### src/bhpq_pkg.sv
// bhpq_pkg: shared types, codes and the key compare for the heap queue
`timescale 1ns / 1ps
package bhpq_pkg;

  // request codes on the input channel
  localparam logic [1:0] REQ_PUSH  = 2'd0;
  localparam logic [1:0] REQ_POP   = 2'd1;
  localparam logic [1:0] REQ_CLEAR = 2'd2;

  // status codes on the result channel
  localparam logic [1:0] STS_OK    = 2'd0;
  localparam logic [1:0] STS_EMPTY = 2'd1;
  localparam logic [1:0] STS_FULL  = 2'd2;

  // configuration register indexes
  localparam logic CFG_HEAP_ORDER = 1'b0;
  localparam logic CFG_CAPACITY   = 1'b1;

  localparam int KeyW  = 32;
  localparam int DocW  = 32;
  localparam int CapW  = 11;
  localparam int FillW = 11;

  typedef enum logic [1:0] {
    OP_PUSH,
    OP_POP,
    OP_CLEAR,
    OP_NOP
  } op_e;

  typedef enum logic [2:0] {
    S_IDLE,
    S_POP_LD,
    S_UP,
    S_DN,
    S_DONE
  } eng_state_e;

  typedef struct packed {
    logic [KeyW-1:0] key;
    logic [DocW-1:0] doc;
  } entry_t;

  typedef struct packed {
    op_e    op;
    entry_t ent;
  } cmd_t;

  // true when key a must sit above key b; ties never rank
  function automatic logic ranks_before(input logic order, input logic [KeyW-1:0] a,
                                        input logic [KeyW-1:0] b);
    logic res;
    if (order) begin
      res = (a > b);
    end else begin
      res = (a < b);
    end
    return res;
  endfunction

endpackage

### src/bhpq_front.sv
// bhpq_front: input channel, request decode and two-entry command queue
`timescale 1ns / 1ps
module bhpq_front (
  input  logic                  clk_i,
  input  logic                  rst_ni,
  input  logic                  in_valid_i,
  output logic                  in_stall_o,
  input  logic [1:0]            req_type_i,
  input  logic [31:0]           entry_key_i,
  input  logic [31:0]           entry_doc_i,
  output logic                  cmd_valid_o,
  output bhpq_pkg::cmd_t        cmd_o,
  input  logic                  cmd_take_i
);
  import bhpq_pkg::*;

  cmd_t       slot_q [2];
  logic       wr_ptr_q, wr_ptr_d;
  logic       rd_ptr_q, rd_ptr_d;
  logic [1:0] cnt_q, cnt_d;
  cmd_t       cmd_new;
  logic       push, pop;

  // classify the incoming item
  always_comb begin
    cmd_new.ent.key = entry_key_i;
    cmd_new.ent.doc = entry_doc_i;
    case (req_type_i)
      REQ_PUSH:  cmd_new.op = OP_PUSH;
      REQ_POP:   cmd_new.op = OP_POP;
      REQ_CLEAR: cmd_new.op = OP_CLEAR;
      default:   cmd_new.op = OP_NOP;
    endcase
  end

  // queue handshake
  assign in_stall_o  = (cnt_q == 2'd2);
  assign push        = in_valid_i && !in_stall_o;
  assign cmd_valid_o = (cnt_q != 2'd0);
  assign pop         = cmd_take_i && cmd_valid_o;
  assign cmd_o       = slot_q[rd_ptr_q];

  // pointer and fill update
  always_comb begin
    wr_ptr_d = push ? ~wr_ptr_q : wr_ptr_q;
    rd_ptr_d = pop ? ~rd_ptr_q : rd_ptr_q;
    cnt_d    = cnt_q + {1'b0, push} - {1'b0, pop};
  end

  always_ff @(posedge clk_i or negedge rst_ni) begin
    if (!rst_ni) begin
      wr_ptr_q <= 1'b0;
      rd_ptr_q <= 1'b0;
      cnt_q    <= 2'd0;
    end else begin
      wr_ptr_q <= wr_ptr_d;
      rd_ptr_q <= rd_ptr_d;
      cnt_q    <= cnt_d;
    end
  end

  // queue storage
  always_ff @(posedge clk_i) begin
    if (push) begin
      slot_q[wr_ptr_q] <= cmd_new;
    end
  end

endmodule

### config.mk
export PLATFORM = sky130hd
export DESIGN_NAME = bhpq_front
export DESIGN_NICKNAME = d
export VERILOG_FILES = /design/src/bhpq_pkg.sv /design/src/bhpq_front.sv
export SDC_FILE = /design/constraint.sdc
export NUM_CORES = 1
export LEC_CHECK = 0
export ABC_AREA = 1
export BUFFER_PORTS_ARGS = -buffer_cell sky130_fd_sc_hd__buf_2
export CAP_MARGIN = 25
export CORE_ASPECT_RATIO = 1.2
export CORE_MARGIN = 2
export CORE_UTILIZATION = 30
export CTS_CLUSTER_DIAMETER = 60
export CTS_CLUSTER_SIZE = 25
export DETAILED_ROUTE_END_ITERATION = 12
export PLACE_DENSITY = 0.6
export SYNTH_ARGS = -nofsm -noshare
export SYNTH_HDL_FRONTEND = slang
export SYNTH_SLANG_ARGS = --single-unit
### constraint.sdc
create_clock -name clk_i -period 4 [get_ports clk_i]
set_input_delay 1 -clock clk_i [delete_from_list [all_inputs] [get_ports clk_i]]
set_output_delay 1 -clock clk_i [all_outputs]
set_load 0.02 [all_outputs]
==> out/metrics.yaml, run 1 <==
peakVddDrop_mv: 0.333
cts_buffers: 17
cts.sinks: 136
holdWs_ps: 397
yosysWarnings: 0
finalSetupViolCount: 0
grt-ovfl-total: 0
insertion_delay_ps: 410
highest-signal-layer: "met5"
place_ws_ps: 1500
row_count: 52
reg2reg_depth: 4
grt_max_degree: 68
start_util_pct: 30.4
outcome: "completed"
met1Wirelength_um: 4210
cts_hold_buf: 0
ys_seq_area_share_pct: 80.4
cts_tree: "built"
layout.nets: 596
track_usage_pct: 12.0
rr_startpoint: "cnt_q[1]$_DFF_PN0_"
dr.pass1.iters: 4
dieWidth_um: 123
grt_pass1_wl_um: 16100
syn_area_per_cell_sq_um: 13.3
worst-r2r-setup-slack_ps: 2170
tightestPinTransition_ps: 784
n_antenna_cell: 0
hold_class: "in2async"
seqCellArea_sq_um: 4070
required_ps: 3000
maxCapViolations: 0
power_per_cell_area_nw_per_um2: 802
synthDistinctLibCells: 12
fp.dieArea_sq_um: 17900
period_share_pct: 71.6
io_pins: 138
ant_nets: 0
wl_per_cell_um: 13.6
worstReg2RegEnd: "slot_q[0][43]$_DFFE_PP_"
maxSlewViolCount: 0
cts.path.max_buffers: 2
rsz0062_at_grt: "no"
wl_met3_um: 668
placed_area_sq_um: 5960
antenna_found_initial: 2
fin_util_pct: 39.2
root_buffer: "clkbuf_16"
grt_pass1_vias: 3280
vias_per_cell: 4.19
ctsResizeCount: 0
drive_gt1_share_pct: 32.4
fillers: 1657
wl_met2_um: 5150
vias: 3154
hold_viol: 0
syn_nets: 452
drc_errors: 0
fmax_mhz: 349
routabilityCongestion: 0.664
power_leakage_nw: 2.83
cts_setup_buffers: 0
port_buffers: 137
drt_iter0_markers: 165
final.setup.worst_slack_ps: 1140
critPathLaunchType: "register"
synthesis.area_sq_um: 5060
cts.htree.levels: 4
stdcell_area_sq_um: 6530
ys_seq_elements: 136
dp_hpwl_um: 6520
cp.arrival_ps: 1860
min_period_ps: 2860
core-area_sq_um: 16700
syn2layout_area_growth_pct: 29.1
endpoint_kind: "output port"
syn-instance-count: 380
multi_input_area_sq_um: 843
critPathKind: "reg2out"
fp.dieH_um: 146
tns_ps: 0
path_clk_slew_ps: 50
path_max_fanout: 38
skew_ps: 7.12
wirelength_um: 10200
max_slew_margin_pct: 47.6
[worst max path at each step]
stage | startpoint | endpoint | cells past startpoint
after global routing | rd_ptr_q$_DFFE_PN0P_ | cmd_o[1] | 4
after CTS | rd_ptr_q$_DFFE_PN0P_ | cmd_o[49] | 5
final | rd_ptr_q$_DFFE_PN0P_ | cmd_o[49] | 5
after floorplan | in_valid_i | slot_q[1][0]$_DFFE_PP_ | 2
after global placement | rd_ptr_q$_DFFE_PN0P_ | cmd_o[49] | 4
after detailed placement | in_valid_i | slot_q[0][41]$_DFFE_PP_ | 4
[cell type report]
| type | instances | area share, % |
|---|---|---|
| sequential | 136 | 62.3 |
| inverter | 10 | 0.575 |
| multi-input combinational | 217 | 12.9 |
| tap | 216 | 4.14 |
| timing repair buffer | 142 | 11.5 |
| clock inverter | 15 | 2.09 |
| clock buffer | 17 | 6.52 |
[cells in the mapped netlist]
cell,instances,area [sq um]
buf_2,8,40.0
buf_4,2,15.0
buf_6,5,56.3
clkbuf_1,2,7.51
dfrtp_1,4,100
edfxtp_1,132,3960
ha_1,2,25.0
inv_1,9,33.8
inv_2,1,3.75
nand2_1,211,792
nand3_1,3,15.0
nor2_1,1,3.75
[state kept, by name (all words and copies together), names as in the netlist]
name,flops
cnt_q,2
rd_ptr_q,1
slot_q,132
wr_ptr_q,1
[power breakdown]
part / leakage, nW / internal, mW / switching (mW)
clock network: 0.272 / 0.905 / 0.563
logic: 1.28 / 0.489 / 1.26
registers: 1.28 / 1.95 / 0.0730
total: 2.83 / 3.34 / 1.90
[kinds of logic (layout without fill, tap and decap cells)]
family                   Yosys count  count (layout)  share of synthesized area, %
adder cells (fa/ha/maj)            2               2                         0.495
flip-flops                       136             136                          80.4
buffers and inverters             27             184                          3.09
AND/OR/NAND/NOR                  215             215                          16.0
[critical path: stages, from the launching register on]
cell,delay [ps]
dfrtp_2,400
inv_2,420
buf_12,270
nand2_1,70
nand2_1,90
buf_2,180
[per-layer routing]
| metal | vias to the layer above | track usage, % |
|---|---|---|
| met5 | - | 0 |
| met4 | 4 | 4.83 |
| met3 | 15 | 4.96 |
| met2 | 88 | 19.8 |
| met1 | 1490 | 13.7 |
| li1 | 1557 | - |
[stage by stage]
step | std cells | total power [mW]
after detailed placement | 721 | 3.84
final | 753 | 5.24
after floorplan | 380 | 3.24
after global placement | 720 | 3.79
after global routing | 753 | 5.56
after CTS | 753 | 5.32
[cells in the final DEF, fill, tap and decap left out]
| cell type | count |
|---|---|
| clkinvlp_4 | 2 |
| nor2_4 | 1 |
| buf_12 | 2 |
| ha_1 | 2 |
| bufinv_16 | 2 |
| inv_1 | 8 |
| clkinv_4 | 3 |
| inv_2 | 2 |
| dfrtp_2 | 1 |
| clkbuf_16 | 17 |
| buf_4 | 3 |
| clkinv_1 | 4 |
| buf_2 | 137 |
| nand3_1 | 3 |
| edfxtp_1 | 132 |
| dfrtp_1 | 3 |
| clkinv_2 | 4 |
| nand2_1 | 211 |
Note: power is estimated with default switching activity, not from simulation.
==> run 2: changes to the inputs <==
Clock period 4 ns to 2.3 ns, I/O delays scaled along.
==> out/metrics.yaml, run 2 (synthesized netlist as in run 1, its figures left out) <==
mostFrequentLayoutCells: "211 x nand2_1, 137 x buf_2, 132 x edfxtp_1"  # unchanged
dr.pass1.iters: 4  # unchanged
cts.sinks: 136  # unchanged
drc_errors: 0  # unchanged
tightestPinTransition_ps: 444  # was 784 ps
crit_family: "buffers and inverters"  # unchanged
fmax_mhz: 478
insertion_delay_ps: 410  # about the same
hold_class: "in2reg"  # was in2async
outcome: "completed"  # unchanged
rsz0062_at_grt: "no"  # unchanged
holdWs_ps: 348  # was 397 ps
syn2layout_area_growth_pct: 30.1  # was 29.1%
vias_per_cell: 4.25  # was 4.19
finalSetupViolCount: 0  # unchanged
core-area_sq_um: 16700  # unchanged
grt_max_degree: 67  # was 68
cts.path.max_buffers: 2  # unchanged
fin_util_pct: 39.5  # was 39.2%
reg2reg_depth: 4  # unchanged
grt-ovfl-total: 0  # unchanged
drive_gt1_share_pct: 32.7  # was 32.4%
endpoint_kind: "output port"  # unchanged
dp_hpwl_um: 6650  # was 6520 um
port_buffers: 137  # unchanged
mostFrequentLayoutCell: "nand2_1"  # unchanged
critPathLaunchType: "register"  # unchanged
min_period_ps: 2090
cp_common_cell: "nand2_1"  # unchanged
maxCapViolations: 0  # unchanged
layout.nets: 600  # was 596
slowest_stage: "dfrtp_2"  # was inv_2
placed_area_sq_um: 6000  # was 5960 sq um
maxSlewViolCount: 0  # unchanged
vias: 3217  # was 3,154
cts_setup_buffers: 0  # unchanged
cp-startpoint: "rd_ptr_q$_DFFE_PN0P_"  # unchanged
track_usage_pct: 12.1  # was 12.0%
cts_tree: "built"  # unchanged
crit_buf_inv: 3  # unchanged
largest_reg_flops: 132  # unchanged
dieWidth_um: 123  # unchanged
reg.largest.list: "slot_q x132, cnt_q x2"  # unchanged
hold_viol: 0  # unchanged
tns_ps: 0  # unchanged
power_leakage_nw: 2.85  # was 2.83 nW
crit_end: "cmd_o[23]"  # was cmd_o[49]
root_buffer: "clkbuf_16"  # unchanged
grt_pass1_wl_um: 16100  # about the same
grt_pass1_vias: 3317  # was 3,280
cts_buffers: 17  # unchanged
worstPathCellList: "inv_2 > buf_6 > nand2_1 > nand2_1 > buf_2"  # was inv_2 > buf_12 > nand2_1 > nand2_1 > buf_2
fp.dieArea_sq_um: 17900  # unchanged
ant_nets: 0  # unchanged
start_util_pct: 30.4  # unchanged
max_stage_delay_ps: 430  # was 420 ps
period_share_pct: 90.9
antenna_found_initial: 0  # was 2
row_count: 52  # unchanged
wl_per_cell_um: 13.8  # was 13.6 um
top_register: "slot_q"  # unchanged
path_depth: 5  # unchanged
cp.arrival_ps: 1520  # was 1860 ps
required_ps: 1730  # was 3000 ps
stdcell_area_sq_um: 6580  # was 6530 sq um
path_max_fanout: 32  # was 38
io_pins: 138  # unchanged
rr_startpoint: "wr_ptr_q$_DFFE_PN0P_"  # was cnt_q[1]$_DFF_PN0_
path_clk_slew_ps: 60  # was 50 ps
worstReg2RegEnd: "slot_q[0][60]$_DFFE_PP_"  # was slot_q[0][43]$_DFFE_PP_
max_slew_margin_pct: 70.4  # was 47.6%
critPathKind: "reg2out"  # unchanged
cts.htree.levels: 4  # unchanged
drt_iter0_markers: 123  # was 165
worst-r2r-setup-slack_ps: 740  # was 2170 ps
n_antenna_cell: 0  # unchanged
fp.dieH_um: 146  # unchanged
power_per_cell_area_nw_per_um2: 1400  # was 802 nW/um^2
wirelength_um: 10400  # was 10,200 um
skew_ps: 4.91  # was 7.12 ps
finalPower_mw: 9.20  # was 5.24 mW
routabilityCongestion: 0.686  # was 0.664
peakVddDrop_mv: 0.468  # was 0.333 mV
run 2: repair_timing:
| action | in CTS | in global routing |
|---|---|---|
| hold endpoints to repair | 4 | 0 |
| gates resized for setup | 0 | 1 |
| setup endpoints to repair | 0 | 1 |
| hold buffers | 1 | 0 |
run 2: layer usage:
metal  share of wire [%]  global-route usage (%)  up-vias
met2                  50                    20.3       95
met4                 2.8                    6.55        0
met5                   0                       0        -
met3                 6.5                    5.00       19
li1                    -                       -     1570
met1                  40                    12.9     1533
run 2: layout make-up:
cell class	count	area, sq um
Fill cell	1610	10100
Sequential cell	136	4070
Multi-Input combinational cell	217	843
Timing Repair Buffer	146	797
Clock buffer	19	433
Tap cell	216	270
Clock inverter	13	130
Inverter	10	41.3
run 2: through the flow:
| step | std cells | setup slack (ps) |
|---|---|---|
| 5_1_grt | 757 | 79.2 |
| 6_report | 757 | 210 |
| 3_3_place_gp | 724 | 560 |
| 4_1_cts | 757 | 72.9 |
| 2_1_floorplan | 380 | 220 |
| 3_5_place_dp | 724 | 539 |
run 2: worst reg2reg max path: cells and delay by family (launching register included):
family,cells,cell delay (ps)
DFF,1,380
and+or+nand+nor,1,160
buffers and inverters,3,650
run 2: where the power goes:
part | total, mW | switching [mW] | internal, mW
combinational | 3.11 | 2.20 | 0.904
sequential | 3.52 | 0.139 | 3.38
clock | 2.57 | 0.987 | 1.58
run 2: worst min-delay path by stage:
| stage | startpoint | to | cells after the start |
|---|---|---|---|
| final | entry_doc_i[2] | slot_q[1][2]$_DFFE_PP_ | 1 |
| after global placement | rst_ni | wr_ptr_q$_DFFE_PN0P_ | 1 |
| after floorplan | rst_ni | cnt_q[0]$_DFF_PN0_ | 0 |
| after detailed placement | rst_ni | wr_ptr_q$_DFFE_PN0P_ | 1 |
| after global routing | entry_doc_i[3] | slot_q[0][3]$_DFFE_PP_ | 1 |
| after CTS | entry_doc_i[13] | slot_q[0][13]$_DFFE_PP_ | 1 |
